`config.mk`:
```
export PLATFORM = sky130hd
export DESIGN_NAME = follow_wheel_speed_control
export DESIGN_NICKNAME = d
export VERILOG_FILES = /design/src/design/fwsc_pkg.sv /design/src/design/fwsc_csr.sv /design/src/design/fwsc_divider.sv /design/src/design/follow_wheel_speed_control.sv
export SDC_FILE = /design/constraint.sdc
export NUM_CORES = 2
export LEC_CHECK = 0
export ABC_AREA = 0
export BUFFER_PORTS_ARGS = -buffer_cell sky130_fd_sc_hd__buf_2
export CAP_MARGIN = 30
export CORE_ASPECT_RATIO = 1.5
export CORE_UTILIZATION = 30
export DETAILED_ROUTE_END_ITERATION = 8
export GPL_TIMING_DRIVEN = 0
export HOLD_SLACK_MARGIN = 0.1
export MAX_ROUTING_LAYER = met4
export SYNTH_ARGS = -nofsm -noshare
export SYNTH_HDL_FRONTEND = slang
export SYNTH_SLANG_ARGS = --single-unit
```
`constraint.sdc`:
```
create_clock -name clock -period 10.2 [get_ports clock]
set_input_delay 1.02 -clock clock [delete_from_list [all_inputs] [get_ports clock]]
set_output_delay 1.02 -clock clock [all_outputs]
set_load 0.02 [all_outputs]
```
`src/design/fwsc_pkg.sv`:
```
// Shared types, constants and helper functions for the follow wheel speed control block.
// Depends on nothing; every other design file refers to it by scoped names.
package fwsc_pkg;

   // Wheel track of the robot in mm; the turn rate is scaled by 1000 over this track.
   localparam int WHEEL_TRACK_MM = 540;
   localparam int RATE_SCALE     = 1000;
   // Half width of the following band around the follow center, in mm.
   localparam int BAND_MM        = 200;

   localparam logic signed [15:0] TURN_RESET     = 16'sd300;
   localparam logic signed [15:0] STRAIGHT_RESET = 16'sd500;

   // Shared divider: 32-bit dividend, 17-bit divisor, two quotient bits per cycle.
   localparam int DIVIDEND_W = 32;
   localparam int DIVISOR_W  = 17;
   localparam int DIV_STEPS  = DIVIDEND_W / 2;
   localparam int DIV_CNT_W  = $clog2(DIV_STEPS);

   // Turn rate limits for the 18-bit signed result.
   localparam int RATE_W = 18;
   localparam logic [DIVIDEND_W-1:0] RATE_POS_LIMIT = DIVIDEND_W'((1 << (RATE_W - 1)) - 1);
   localparam logic [DIVIDEND_W-1:0] RATE_NEG_LIMIT = DIVIDEND_W'(1 << (RATE_W - 1));
   localparam logic [RATE_W-1:0]     RATE_MAX       = RATE_W'((1 << (RATE_W - 1)) - 1);
   localparam logic [RATE_W-1:0]     RATE_MIN       = RATE_W'(1 << (RATE_W - 1));

   // Register file port.
   localparam int ADDR_W = 5;
   localparam int DATA_W = 32;

   localparam logic [2:0] REG_DISTANCE_LIMIT   = 3'd0;
   localparam logic [2:0] REG_FOLLOW_CENTER    = 3'd1;
   localparam logic [2:0] REG_STOP_DISTANCE    = 3'd2;
   localparam logic [2:0] REG_ROBOT_HALF_WIDTH = 3'd3;
   localparam logic [2:0] REG_LATERAL_MARGIN   = 3'd4;
   localparam logic [2:0] REG_LINE_STEP        = 3'd5;
   localparam logic [2:0] REG_TURN_STEP        = 3'd6;
   localparam logic [2:0] REG_CRUISE_SPEED     = 3'd7;

   typedef struct packed {
      logic [15:0] distance_limit;
      logic [15:0] follow_center;
      logic [15:0] stop_distance;
      logic [14:0] robot_half_width;
      logic [14:0] lateral_margin;
      logic [14:0] line_step;
      logic [14:0] turn_step;
      logic [14:0] cruise_speed;
   } cfg_type;

   typedef struct packed {
      logic                  start;
      logic [DIVIDEND_W-1:0] dividend;
      logic [DIVISOR_W-1:0]  divisor;
   } div_req_type;

   typedef struct packed {
      logic                  busy;
      logic                  done;
      logic [DIVIDEND_W-1:0] quotient;
   } div_rsp_type;

   typedef enum logic [2:0] {
      ST_IDLE,
      ST_DECIDE,
      ST_MUL,
      ST_STEP_DIV,
      ST_EMIT_PREP,
      ST_EMIT_DIV,
      ST_EMIT_OUT
   } state_type;

   typedef enum logic [1:0] {
      OP_FAR,
      OP_NEAR,
      OP_TURN
   } op_type;

   // Clamp a wide signed value to the signed 16-bit range.
   function automatic logic signed [15:0] sat16(input logic signed [32:0] v);
      if (v > 33'sd32767) begin
         return 16'sh7FFF;
      end
      if (v < -33'sd32768) begin
         return 16'sh8000;
      end
      return v[15:0];
   endfunction

   // Halve a signed 16-bit value, rounding toward zero.
   function automatic logic signed [15:0] half16(input logic signed [15:0] v);
      logic signed [15:0] adj;
      adj = v + {15'd0, v[15]};
      return adj >>> 1;
   endfunction

endpackage

```
`src/design/fwsc_csr.sv`:
```
// Configuration register file with an APB-style write and read port.
// Depends on fwsc_pkg for the register indexes and the configuration struct.
module fwsc_csr (
   input  logic                         clock,
   input  logic                         reset,
   input  logic                         psel,
   input  logic                         penable,
   input  logic                         pwrite,
   input  logic [fwsc_pkg::ADDR_W-1:0]  paddr,
   input  logic [fwsc_pkg::DATA_W-1:0]  pwdata,
   output logic [fwsc_pkg::DATA_W-1:0]  prdata,
   output logic                         pready,
   output fwsc_pkg::cfg_type            cfg
);

   fwsc_pkg::cfg_type cfg_ff;
   fwsc_pkg::cfg_type cfg_in;
   logic [2:0]        reg_index;
   logic              wr_en;

   assign reg_index = paddr[fwsc_pkg::ADDR_W-1:2];
   assign wr_en     = psel & penable & pwrite;
   assign pready    = 1'b1;
   assign cfg       = cfg_ff;

   always_comb begin
      cfg_in = cfg_ff;
      if (wr_en) begin
         case (reg_index)
            fwsc_pkg::REG_DISTANCE_LIMIT:   cfg_in.distance_limit   = pwdata[15:0];
            fwsc_pkg::REG_FOLLOW_CENTER:    cfg_in.follow_center    = pwdata[15:0];
            fwsc_pkg::REG_STOP_DISTANCE:    cfg_in.stop_distance    = pwdata[15:0];
            fwsc_pkg::REG_ROBOT_HALF_WIDTH: cfg_in.robot_half_width = pwdata[14:0];
            fwsc_pkg::REG_LATERAL_MARGIN:   cfg_in.lateral_margin   = pwdata[14:0];
            fwsc_pkg::REG_LINE_STEP:        cfg_in.line_step        = pwdata[14:0];
            fwsc_pkg::REG_TURN_STEP:        cfg_in.turn_step        = pwdata[14:0];
            fwsc_pkg::REG_CRUISE_SPEED:     cfg_in.cruise_speed     = pwdata[14:0];
            default: begin
            end
         endcase
      end
   end

   always_comb begin
      case (reg_index)
         fwsc_pkg::REG_DISTANCE_LIMIT:   prdata = {16'd0, cfg_ff.distance_limit};
         fwsc_pkg::REG_FOLLOW_CENTER:    prdata = {16'd0, cfg_ff.follow_center};
         fwsc_pkg::REG_STOP_DISTANCE:    prdata = {16'd0, cfg_ff.stop_distance};
         fwsc_pkg::REG_ROBOT_HALF_WIDTH: prdata = {17'd0, cfg_ff.robot_half_width};
         fwsc_pkg::REG_LATERAL_MARGIN:   prdata = {17'd0, cfg_ff.lateral_margin};
         fwsc_pkg::REG_LINE_STEP:        prdata = {17'd0, cfg_ff.line_step};
         fwsc_pkg::REG_TURN_STEP:        prdata = {17'd0, cfg_ff.turn_step};
         fwsc_pkg::REG_CRUISE_SPEED:     prdata = {17'd0, cfg_ff.cruise_speed};
         default:                        prdata = '0;
      endcase
   end

   always_ff @(posedge clock) begin
      if (reset) begin
         cfg_ff <= '{distance_limit:   16'd4000,
                     follow_center:    16'd1500,
                     stop_distance:    16'd900,
                     robot_half_width: 15'd300,
                     lateral_margin:   15'd0,
                     line_step:        15'd50,
                     turn_step:        15'd30,
                     cruise_speed:     15'd500};
      end else begin
         cfg_ff <= cfg_in;
      end
   end

endmodule

```
`src/design/fwsc_divider.sv`:
```
// Shared iterative unsigned divider, two restoring steps per cycle.
// Depends on fwsc_pkg for widths and the request and response structs.
module fwsc_divider (
   input  logic                  clock,
   input  logic                  reset,
   input  fwsc_pkg::div_req_type req,
   output fwsc_pkg::div_rsp_type rsp
);

   logic [fwsc_pkg::DIVISOR_W-1:0]  rem_ff, rem_in;
   logic [fwsc_pkg::DIVISOR_W-1:0]  div_ff, div_in;
   logic [fwsc_pkg::DIVIDEND_W-1:0] quo_ff, quo_in;
   logic [fwsc_pkg::DIV_CNT_W-1:0]  cnt_ff, cnt_in;
   logic                            busy_ff, busy_in;
   logic                            done_ff, done_in;

   logic [fwsc_pkg::DIVISOR_W:0]    trial_a, trial_b;
   logic [fwsc_pkg::DIVISOR_W:0]    diff_a, diff_b;
   logic [fwsc_pkg::DIVISOR_W-1:0]  rem_mid, rem_next;
   logic                            bit_a, bit_b;

   always_comb begin
      // First step consumes the top dividend bit, the second the next one.
      trial_a  = {rem_ff, quo_ff[fwsc_pkg::DIVIDEND_W-1]};
      diff_a   = trial_a - {1'b0, div_ff};
      bit_a    = (trial_a >= {1'b0, div_ff});
      rem_mid  = bit_a ? diff_a[fwsc_pkg::DIVISOR_W-1:0] : trial_a[fwsc_pkg::DIVISOR_W-1:0];
      trial_b  = {rem_mid, quo_ff[fwsc_pkg::DIVIDEND_W-2]};
      diff_b   = trial_b - {1'b0, div_ff};
      bit_b    = (trial_b >= {1'b0, div_ff});
      rem_next = bit_b ? diff_b[fwsc_pkg::DIVISOR_W-1:0] : trial_b[fwsc_pkg::DIVISOR_W-1:0];

      rem_in  = rem_ff;
      div_in  = div_ff;
      quo_in  = quo_ff;
      cnt_in  = cnt_ff;
      busy_in = busy_ff;
      done_in = 1'b0;

      if (req.start) begin
         rem_in  = '0;
         div_in  = req.divisor;
         quo_in  = req.dividend;
         cnt_in  = '0;
         busy_in = 1'b1;
      end else if (busy_ff) begin
         rem_in = rem_next;
         quo_in = {quo_ff[fwsc_pkg::DIVIDEND_W-3:0], bit_a, bit_b};
         cnt_in = cnt_ff + 1'b1;
         if (cnt_ff == fwsc_pkg::DIV_CNT_W'(fwsc_pkg::DIV_STEPS - 1)) begin
            busy_in = 1'b0;
            done_in = 1'b1;
         end
      end
   end

   always_ff @(posedge clock) begin
      if (reset) begin
         cnt_ff  <= '0;
         busy_ff <= 1'b0;
         done_ff <= 1'b0;
      end else begin
         cnt_ff  <= cnt_in;
         busy_ff <= busy_in;
         done_ff <= done_in;
      end
   end

   always_ff @(posedge clock) begin
      rem_ff <= rem_in;
      div_ff <= div_in;
      quo_ff <= quo_in;
   end

   assign rsp.busy     = busy_ff;
   assign rsp.done     = done_ff;
   assign rsp.quotient = quo_ff;

endmodule

```
`src/design/follow_wheel_speed_control.sv`:
```
// Leader-following wheel speed controller: one request at a time, one shared divider.
// Per request: no result at or beyond the distance limit, one result off centre, and two
// centred (straight pair, then turning pair), with or without a step division first.
// Every division runs in the radix-4 shared divider, and output stalls hold the sequencer.
// The next request is taken only once the last result of the previous one is loaded.
// Synchronous reset restores the register defaults and the wheel speeds; no clearing pass.
module follow_wheel_speed_control (
   input  logic                         clock,
   input  logic                         reset,
   input  logic                         req_valid,
   output logic                         req_stall,
   input  logic [15:0]                  req_leader_distance,
   input  logic signed [15:0]           req_lateral_offset,
   output logic                         rsp_valid,
   input  logic                         rsp_stall,
   output logic signed [15:0]           rsp_linear_speed,
   output logic signed [17:0]           rsp_turn_rate,
   output logic                         rsp_from_turn_pair,
   output logic                         rsp_last,
   input  logic                         psel,
   input  logic                         penable,
   input  logic                         pwrite,
   input  logic [fwsc_pkg::ADDR_W-1:0]  paddr,
   input  logic [fwsc_pkg::DATA_W-1:0]  pwdata,
   output logic [fwsc_pkg::DATA_W-1:0]  prdata,
   output logic                         pready
);

   fwsc_pkg::cfg_type     cfg;
   fwsc_pkg::div_req_type div_req;
   fwsc_pkg::div_rsp_type div_rsp;

   // Sequencer and request registers.
   fwsc_pkg::state_type   state_ff, state_in;
   fwsc_pkg::op_type      op_ff, op_in;
   logic [15:0]           dist_ff, dist_in;
   logic signed [15:0]    offs_ff, offs_in;
   logic [14:0]           mul_a_ff, mul_a_in;
   logic [15:0]           mul_b_ff, mul_b_in;
   logic [16:0]           divisor_ff, divisor_in;

   // Wheel speed state in mm/s.
   logic signed [15:0]    sl_ff, sl_in;
   logic signed [15:0]    sr_ff, sr_in;
   logic signed [15:0]    tl_ff, tl_in;
   logic signed [15:0]    tr_ff, tr_in;

   // Result being built and the output register.
   logic                  emit_turn_ff, emit_turn_in;
   logic                  emit_last_ff, emit_last_in;
   logic signed [15:0]    lin_ff, lin_in;
   logic                  rate_neg_ff, rate_neg_in;
   logic                  rsp_valid_ff, rsp_valid_in;
   logic signed [15:0]    lin_out_ff, lin_out_in;
   logic [17:0]           rate_out_ff, rate_out_in;
   logic                  turn_out_ff, turn_out_in;
   logic                  last_out_ff, last_out_in;

   // Decision terms.
   logic [15:0]           ax;
   logic [15:0]           thr;
   logic [16:0]           far_mm;
   logic signed [16:0]    near_mm;
   logic [14:0]           hw_div;
   logic                  centred;

   // Step application and result terms.
   logic signed [32:0]    step_q;
   logic signed [32:0]    sl_ext, sr_ext, tl_ext, tr_ext;
   logic signed [15:0]    pair_l, pair_r;
   logic signed [16:0]    pair_sum, pair_adj, pair_diff;
   logic [16:0]           diff_mag;
   logic [17:0]           rate_val;
   logic                  slot_free;

   fwsc_csr u_csr (
      .clock   (clock),
      .reset   (reset),
      .psel    (psel),
      .penable (penable),
      .pwrite  (pwrite),
      .paddr   (paddr),
      .pwdata  (pwdata),
      .prdata  (prdata),
      .pready  (pready),
      .cfg     (cfg)
   );

   fwsc_divider u_divider (
      .clock (clock),
      .reset (reset),
      .req   (div_req),
      .rsp   (div_rsp)
   );

   // A request is only taken while the sequencer is idle; the output register lets
   // the next request in even while the final result of the previous one still waits.
   assign req_stall = reset | (state_ff != fwsc_pkg::ST_IDLE);
   assign slot_free = ~rsp_valid_ff | ~rsp_stall;

   always_comb begin
      // The leader offset magnitude; the most negative offset maps to 32768.
      ax      = offs_ff[15] ? (~offs_ff + 16'd1) : offs_ff;
      thr     = {1'b0, cfg.robot_half_width} + {1'b0, cfg.lateral_margin};
      centred = (ax <= thr);
      far_mm  = {1'b0, cfg.follow_center} + 17'(fwsc_pkg::BAND_MM);
      near_mm = $signed({1'b0, cfg.follow_center}) - 17'(fwsc_pkg::BAND_MM);
      hw_div  = (cfg.robot_half_width == 15'd0) ? 15'd1 : cfg.robot_half_width;

      // The quotient never exceeds 31 bits, so it is a positive step.
      step_q = $signed({1'b0, div_rsp.quotient});
      sl_ext = $signed({{17{sl_ff[15]}}, sl_ff});
      sr_ext = $signed({{17{sr_ff[15]}}, sr_ff});
      tl_ext = $signed({{17{tl_ff[15]}}, tl_ff});
      tr_ext = $signed({{17{tr_ff[15]}}, tr_ff});

      // The pair that the next result is computed from.
      pair_l    = emit_turn_ff ? tl_ff : sl_ff;
      pair_r    = emit_turn_ff ? tr_ff : sr_ff;
      pair_sum  = $signed({pair_l[15], pair_l}) + $signed({pair_r[15], pair_r});
      pair_adj  = pair_sum + {16'd0, pair_sum[16]};
      pair_diff = $signed({pair_r[15], pair_r}) - $signed({pair_l[15], pair_l});
      diff_mag  = pair_diff[16] ? 17'(-pair_diff) : 17'(pair_diff);

      // The turn rate magnitude comes out of the divider; restore the sign and clamp.
      if (rate_neg_ff) begin
         rate_val = (div_rsp.quotient > fwsc_pkg::RATE_NEG_LIMIT) ? fwsc_pkg::RATE_MIN
                  : 18'(18'd0 - div_rsp.quotient[17:0]);
      end else begin
         rate_val = (div_rsp.quotient > fwsc_pkg::RATE_POS_LIMIT) ? fwsc_pkg::RATE_MAX
                  : div_rsp.quotient[17:0];
      end

      state_in     = state_ff;
      op_in        = op_ff;
      dist_in      = dist_ff;
      offs_in      = offs_ff;
      mul_a_in     = mul_a_ff;
      mul_b_in     = mul_b_ff;
      divisor_in   = divisor_ff;
      sl_in        = sl_ff;
      sr_in        = sr_ff;
      tl_in        = tl_ff;
      tr_in        = tr_ff;
      emit_turn_in = emit_turn_ff;
      emit_last_in = emit_last_ff;
      lin_in       = lin_ff;
      rate_neg_in  = rate_neg_ff;
      rsp_valid_in = rsp_valid_ff & rsp_stall;
      lin_out_in   = lin_out_ff;
      rate_out_in  = rate_out_ff;
      turn_out_in  = turn_out_ff;
      last_out_in  = last_out_ff;

      div_req.start    = 1'b0;
      div_req.dividend = '0;
      div_req.divisor  = divisor_ff;

      case (state_ff)
         fwsc_pkg::ST_IDLE: begin
            if (req_valid && !req_stall) begin
               dist_in  = req_leader_distance;
               offs_in  = req_lateral_offset;
               state_in = fwsc_pkg::ST_DECIDE;
            end
         end

         fwsc_pkg::ST_DECIDE: begin
            if (dist_ff >= cfg.distance_limit) begin
               // Leader lost or too far: stop straight motion, nothing is reported.
               sl_in    = '0;
               sr_in    = '0;
               state_in = fwsc_pkg::ST_IDLE;
            end else if (centred) begin
               emit_turn_in = 1'b0;
               emit_last_in = 1'b0;
               if ({1'b0, dist_ff} > far_mm) begin
                  op_in      = fwsc_pkg::OP_FAR;
                  mul_a_in   = cfg.line_step;
                  mul_b_in   = dist_ff;
                  divisor_in = far_mm;
                  state_in   = fwsc_pkg::ST_MUL;
               end else if ($signed({1'b0, dist_ff}) >= near_mm) begin
                  sl_in    = $signed({1'b0, cfg.cruise_speed});
                  sr_in    = $signed({1'b0, cfg.cruise_speed});
                  state_in = fwsc_pkg::ST_EMIT_PREP;
               end else if (dist_ff > cfg.stop_distance) begin
                  // Here the near edge is positive and the distance at least one.
                  op_in      = fwsc_pkg::OP_NEAR;
                  mul_a_in   = cfg.line_step;
                  mul_b_in   = near_mm[15:0];
                  divisor_in = {1'b0, dist_ff};
                  state_in   = fwsc_pkg::ST_MUL;
               end else begin
                  sl_in    = '0;
                  sr_in    = '0;
                  state_in = fwsc_pkg::ST_EMIT_PREP;
               end
            end else begin
               emit_turn_in = 1'b1;
               emit_last_in = 1'b1;
               op_in        = fwsc_pkg::OP_TURN;
               mul_a_in     = cfg.turn_step;
               mul_b_in     = ax;
               divisor_in   = {2'b00, hw_div};
               state_in     = fwsc_pkg::ST_MUL;
            end
         end

         fwsc_pkg::ST_MUL: begin
            // The product is captured by the divider's dividend register.
            div_req.start    = 1'b1;
            div_req.dividend = {17'd0, mul_a_ff} * {16'd0, mul_b_ff};
            state_in         = fwsc_pkg::ST_STEP_DIV;
         end

         fwsc_pkg::ST_STEP_DIV: begin
            if (div_rsp.done) begin
               case (op_ff)
                  fwsc_pkg::OP_FAR: begin
                     sl_in = fwsc_pkg::sat16(sl_ext + step_q);
                     sr_in = fwsc_pkg::sat16(sr_ext + step_q);
                  end
                  fwsc_pkg::OP_NEAR: begin
                     sl_in = fwsc_pkg::sat16(sl_ext - step_q);
                     sr_in = fwsc_pkg::sat16(sr_ext - step_q);
                  end
                  fwsc_pkg::OP_TURN: begin
                     // Steer toward the leader; a straight wheel on that side that is not moving forward
                     // picks up half the speed of the other one.
                     if (offs_ff[15]) begin
                        tl_in = fwsc_pkg::sat16(tl_ext - step_q);
                        tr_in = fwsc_pkg::sat16(tr_ext + step_q);
                        if (!(sl_ff > 16'sd0)) begin
                           sl_in = fwsc_pkg::half16(sr_ff);
                        end
                     end else begin
                        tl_in = fwsc_pkg::sat16(tl_ext + step_q);
                        tr_in = fwsc_pkg::sat16(tr_ext - step_q);
                        if (!(sr_ff > 16'sd0)) begin
                           sr_in = fwsc_pkg::half16(sl_ff);
                        end
                     end
                  end
                  default: begin
                  end
               endcase
               state_in = fwsc_pkg::ST_EMIT_PREP;
            end
         end

         fwsc_pkg::ST_EMIT_PREP: begin
            // Mean speed is a halving; the turn rate needs a division by the track.
            lin_in           = 16'(pair_adj >>> 1);
            rate_neg_in      = pair_diff[16];
            div_req.start    = 1'b1;
            div_req.dividend = {15'd0, diff_mag} * fwsc_pkg::DIVIDEND_W'(fwsc_pkg::RATE_SCALE);
            div_req.divisor  = fwsc_pkg::DIVISOR_W'(fwsc_pkg::WHEEL_TRACK_MM);
            state_in         = fwsc_pkg::ST_EMIT_DIV;
         end

         fwsc_pkg::ST_EMIT_DIV: begin
            if (div_rsp.done) begin
               state_in = fwsc_pkg::ST_EMIT_OUT;
            end
         end

         fwsc_pkg::ST_EMIT_OUT: begin
            if (slot_free) begin
               rsp_valid_in = 1'b1;
               lin_out_in   = lin_ff;
               rate_out_in  = rate_val;
               turn_out_in  = emit_turn_ff;
               last_out_in  = emit_last_ff;
               if (emit_last_ff) begin
                  state_in = fwsc_pkg::ST_IDLE;
               end else begin
                  // After the straight pair, the turning pair is recentred and reported.
                  tl_in        = fwsc_pkg::TURN_RESET;
                  tr_in        = fwsc_pkg::TURN_RESET;
                  emit_turn_in = 1'b1;
                  emit_last_in = 1'b1;
                  state_in     = fwsc_pkg::ST_EMIT_PREP;
               end
            end
         end

         default: begin
            state_in = fwsc_pkg::ST_IDLE;
         end
      endcase
   end

   always_ff @(posedge clock) begin
      if (reset) begin
         state_ff     <= fwsc_pkg::ST_IDLE;
         rsp_valid_ff <= 1'b0;
         sl_ff        <= fwsc_pkg::STRAIGHT_RESET;
         sr_ff        <= fwsc_pkg::STRAIGHT_RESET;
         tl_ff        <= fwsc_pkg::TURN_RESET;
         tr_ff        <= fwsc_pkg::TURN_RESET;
      end else begin
         state_ff     <= state_in;
         rsp_valid_ff <= rsp_valid_in;
         sl_ff        <= sl_in;
         sr_ff        <= sr_in;
         tl_ff        <= tl_in;
         tr_ff        <= tr_in;
      end
   end

   always_ff @(posedge clock) begin
      op_ff        <= op_in;
      dist_ff      <= dist_in;
      offs_ff      <= offs_in;
      mul_a_ff     <= mul_a_in;
      mul_b_ff     <= mul_b_in;
      divisor_ff   <= divisor_in;
      emit_turn_ff <= emit_turn_in;
      emit_last_ff <= emit_last_in;
      lin_ff       <= lin_in;
      rate_neg_ff  <= rate_neg_in;
      lin_out_ff   <= lin_out_in;
      rate_out_ff  <= rate_out_in;
      turn_out_ff  <= turn_out_in;
      last_out_ff  <= last_out_in;
   end

   assign rsp_valid          = rsp_valid_ff;
   assign rsp_linear_speed   = lin_out_ff;
   assign rsp_turn_rate      = $signed(rate_out_ff);
   assign rsp_from_turn_pair = turn_out_ff;
   assign rsp_last           = last_out_ff;

   // The divider only finishes while the sequencer is waiting for it.
   assert property (@(posedge clock) disable iff (reset)
      div_rsp.done |-> (state_ff == fwsc_pkg::ST_STEP_DIV || state_ff == fwsc_pkg::ST_EMIT_DIV))
      else $error("divider finished outside a wait state");

   // A new request is never taken while a division is still running.
   assert property (@(posedge clock) disable iff (reset)
      !req_stall |-> !div_rsp.busy)
      else $error("request port open while the divider is busy");

   // A turning-pair result is always the final one of its request.
   assert property (@(posedge clock) disable iff (reset)
      rsp_valid |-> (rsp_last || !rsp_from_turn_pair))
      else $error("turning-pair result not marked as final");

   // Loading the output register shows the result with the expected final flag.
   assert property (@(posedge clock) disable iff (reset)
      (state_ff == fwsc_pkg::ST_EMIT_OUT && slot_free)
      |=> (rsp_valid_ff && (last_out_ff == $past(emit_last_ff))))
      else $error("result not loaded into the output register");

endmodule
```
==> qor.yml <==
synthesis.yosys.warnings: 0
critical_path.max_stage_delay_ns: 0.59
clock_sink_count: 400
timing.critical_path.buf_inv: 7
finish.utilization_pct: 33.45
timing.critical_path.slowest_stage_cell: "fa_1"
end_kind: "flop"
area.sequential_um2: 9873
final_instance_area_um2: 58620
rsz0062_at_grt: "false"
crit-reg2reg-launch: "emit_turn_ff$_DFFE_PP_"
power.leakage_uw: 0.02449
crit_fanout: 10
powerDensity_nw_per_um2: 280.4
setup_tns_final_ns: 0
syn-cell-area_um2: 53070
first_pass_iters: 8
cpMostUsedCell: "a31oi_1"
route.detailed.wl_per_inst_um: 25.22
global_route.usage.total_pct: 25.96
overflow: 0
layout_stage_area_growth_over_the_synthesis_result_pct: 10.46
detailed_place.area_um2: 56970
final_net_count: 7748
synthesis.instances: 6677
clock_latency_on_the_worst_skew_pair_ns: 0.68
route.detailed.vias_per_inst: 5.657
tritoncts: "yes"
hold_ws_ns: 0.4190
drt_iter0_markers: 3943
fp.coreArea_um2: 175200
remaining_drc_errors: 0
maximum_number_of_pins_on_one_net_before_global_route_repair: 41
multi_input_area_um2: 39840
timing_worst_slew_pin_value_ns: 1.077
syn_area_per_cell_um2: 7.948
vias: 51986
cts-root-to-sink-buffers: 3
floorplan.die.width_um: 345.4
start_util_pct: 30.28
synth_cell_types: 109
final_cell_mix: "nand2_1, ha_1, inv_1"
rr_worst_depth: 35
skew_ns: 0.07831
path_delay_family: "compound AO/OA/AOI/OAI gates"
cts-root-buf: "clkbuf_16"
drive_above_1_share_pct: 6.459
postRouteAntennaNets: 0
num_rows: 188
criticalPathCategory: "flop to flop"
yosys_reg_bits: 400
dieArea_um2: 178600
finalMaxSlewViolations: 0
grt_pass1_wl_mm: 337.2
max_clock_freq_ghz: 0.1031
final-setup-viol-count: 0
worst_ir_drop_vdd_uv: 647.6
synth-async-reset-ratio_pct: 0
cts_htree_levels: 2
timing.critical_path.arrival_ns: 10.03
clk_pin_slew_worst_paths_ns: 0.07
first_global_vias: 51904
synth-edff-count: 186
finalCritPeriodShare_pct: 95.07
cts_buffers: 48
place_congestion: 1.013
critical_path_required_ns: 10.53
antenna_violations_before_repair: 5
synth-seq-area-share_pct: 18.60
dp_hpwl_mm: 189.1
timing.final.ws_setup_ns: 0.5025
hold_path_depth: 0
holdCritStartpoint: "lin_ff[3]$_DFFE_PP_"
number_of_top_level_pins: 147
ff2ff_setup_slack_ns: 0.50
hold_path_class: "flop to flop"
die_h_um: 517.1
dominantRegCellSynth: "dfxtp_1"
fillers: 18462
fin_hold_viols: 0
drv_cap: 0
r2r-end: "u_divider.quo_ff[25]$_DFFE_PP_"
post-route-min-period_ns: 9.698
crit_path_start: "emit_turn_ff$_DFFE_PP_"
portBuffers: 94
timing.slew.headroom_pct: 27.96
mostFrequentLayoutCell: "nand2_1"
worst_hold_path.endpoint: "rsp_linear_speed[3]$_DFFE_PP_"
totalWireLength_mm: 231.7
outcome: "finished clean"
critPathLaunchType: "flop"
preCtsSetupSlack_ns: -0.3024
[stage by stage]
step	instances	power, uW
final	9190	16440
after global placement	9067	14440
after detailed placement	9095	14580
after CTS	9181	16500
after global routing	9187	18020
after floorplan	6693	11520
[registers in the layout (all words and copies together) (netlist names), 17 cells and up]
signal,cells
rsp_turn_rate,18
u_divider.div_ff,17
u_csr.cfg,123
u_divider.rem_ff,17
u_divider.quo_ff,32
divisor_ff,17
[routing by layer]
layer	track usage, %	routed length [um]	vias up	share of wire [%]
met5	-	0	-	0
met4	21.84	23030	0	9.9
met3	3.050	11580	658	5.0
met2	44.91	113100	1934	49
met1	26.36	84070	25170	36
li1	-	-	24224	-
[cell type report]
| type | count | area share (%) |
|---|---|---|
| Multi-Input combinational cell | 5403 | 67.96 |
| Sequential cell | 400 | 16.84 |
| Tap cell | 2280 | 4.866 |
| Inverter | 546 | 3.496 |
| Buffer | 343 | 2.442 |
| Clock buffer | 57 | 2.179 |
| Timing Repair Buffer | 126 | 1.703 |
| Clock inverter | 30 | 0.4931 |
| Antenna cell | 5 | 0.02134 |
[cells in the mapped netlist, types with 24 or more instances]
master / number / area [um2]
a2111oi_0: 33 / 289.0
a211o_1: 35 / 306.5
a211oi_1: 78 / 585.6
a21boi_0: 29 / 217.7
a21o_1: 133 / 998.5
a21oi_1: 520 / 2603
a22oi_1: 26 / 195.2
a31oi_1: 57 / 356.6
and2_1: 136 / 850.8
and3_1: 67 / 419.2
and4_1: 25 / 219.0
buf_1: 24 / 90.09
buf_2: 33 / 165.2
clkbuf_1: 252 / 945.9
dfxtp_1: 214 / 4284
edfxtp_1: 186 / 5585
fa_1: 239 / 4785
ha_1: 565 / 7069
inv_1: 533 / 2001
mux2_2: 51 / 574.3
mux2i_1: 67 / 670.6
nand2_1: 752 / 2823
nand2b_1: 77 / 481.7
nand3_1: 138 / 690.7
nand3b_1: 33 / 247.7
nand4_1: 74 / 462.9
nor2_1: 439 / 1648
nor2b_1: 95 / 594.3
nor3_1: 162 / 810.8
nor4_1: 76 / 475.5
o211ai_1: 41 / 307.8
o21a_1: 68 / 510.5
o21ai_0: 321 / 1607
o21bai_1: 59 / 442.9
o22ai_1: 29 / 181.4
o311ai_0: 25 / 219.0
o31ai_1: 52 / 390.4
or2_2: 46 / 287.8
or3_1: 62 / 387.9
xnor2_1: 267 / 2338
xor2_1: 111 / 972.2
[what timing repair did]
action,CTS,global route
hold buffers,0,0
endpoints found under the hold margin,0,0
setup buffers,0,3
resized for setup,3,6
setup endpoints to repair,2,6
[where the power goes]
part           switching (uW)  leakage, uW  internal (uW)  total, uW
Sequential                118      0.00341           1760       1880
Clock                     830     0.000762            942       1770
Combinational            7440       0.0203           5350      12800
Total                    8380       0.0245           8050      16400
[kinds of logic after synthesis]
family	share of synthesized area (%)
multiplexers	2.643
XOR/XNOR	6.269
flip-flops	18.60
adder cells (fa/ha/maj)	22.47
other	0.01415
AND/OR/NAND/NOR	21.03
AO/OA/AOI/OAI	22.42
buffers and inverters	6.559
[how the worst max path moves through the flow]
stage               depth (start not counted)                        endpoint  slack [ns]
detailed placement                         32  u_divider.quo_ff[25]$_DFFE_PP_       -0.30
global placement                           32  u_divider.quo_ff[25]$_DFFE_PP_       -0.25
global route                               35  u_divider.quo_ff[25]$_DFFE_PP_        0.03
finish                                     35  u_divider.quo_ff[25]$_DFFE_PP_        0.50
floorplan                                  32  u_divider.quo_ff[20]$_DFFE_PP_        2.02
CTS                                        33  u_divider.quo_ff[25]$_DFFE_PP_        0.05
No activity file was read; power rests on OpenSTA's default activity.
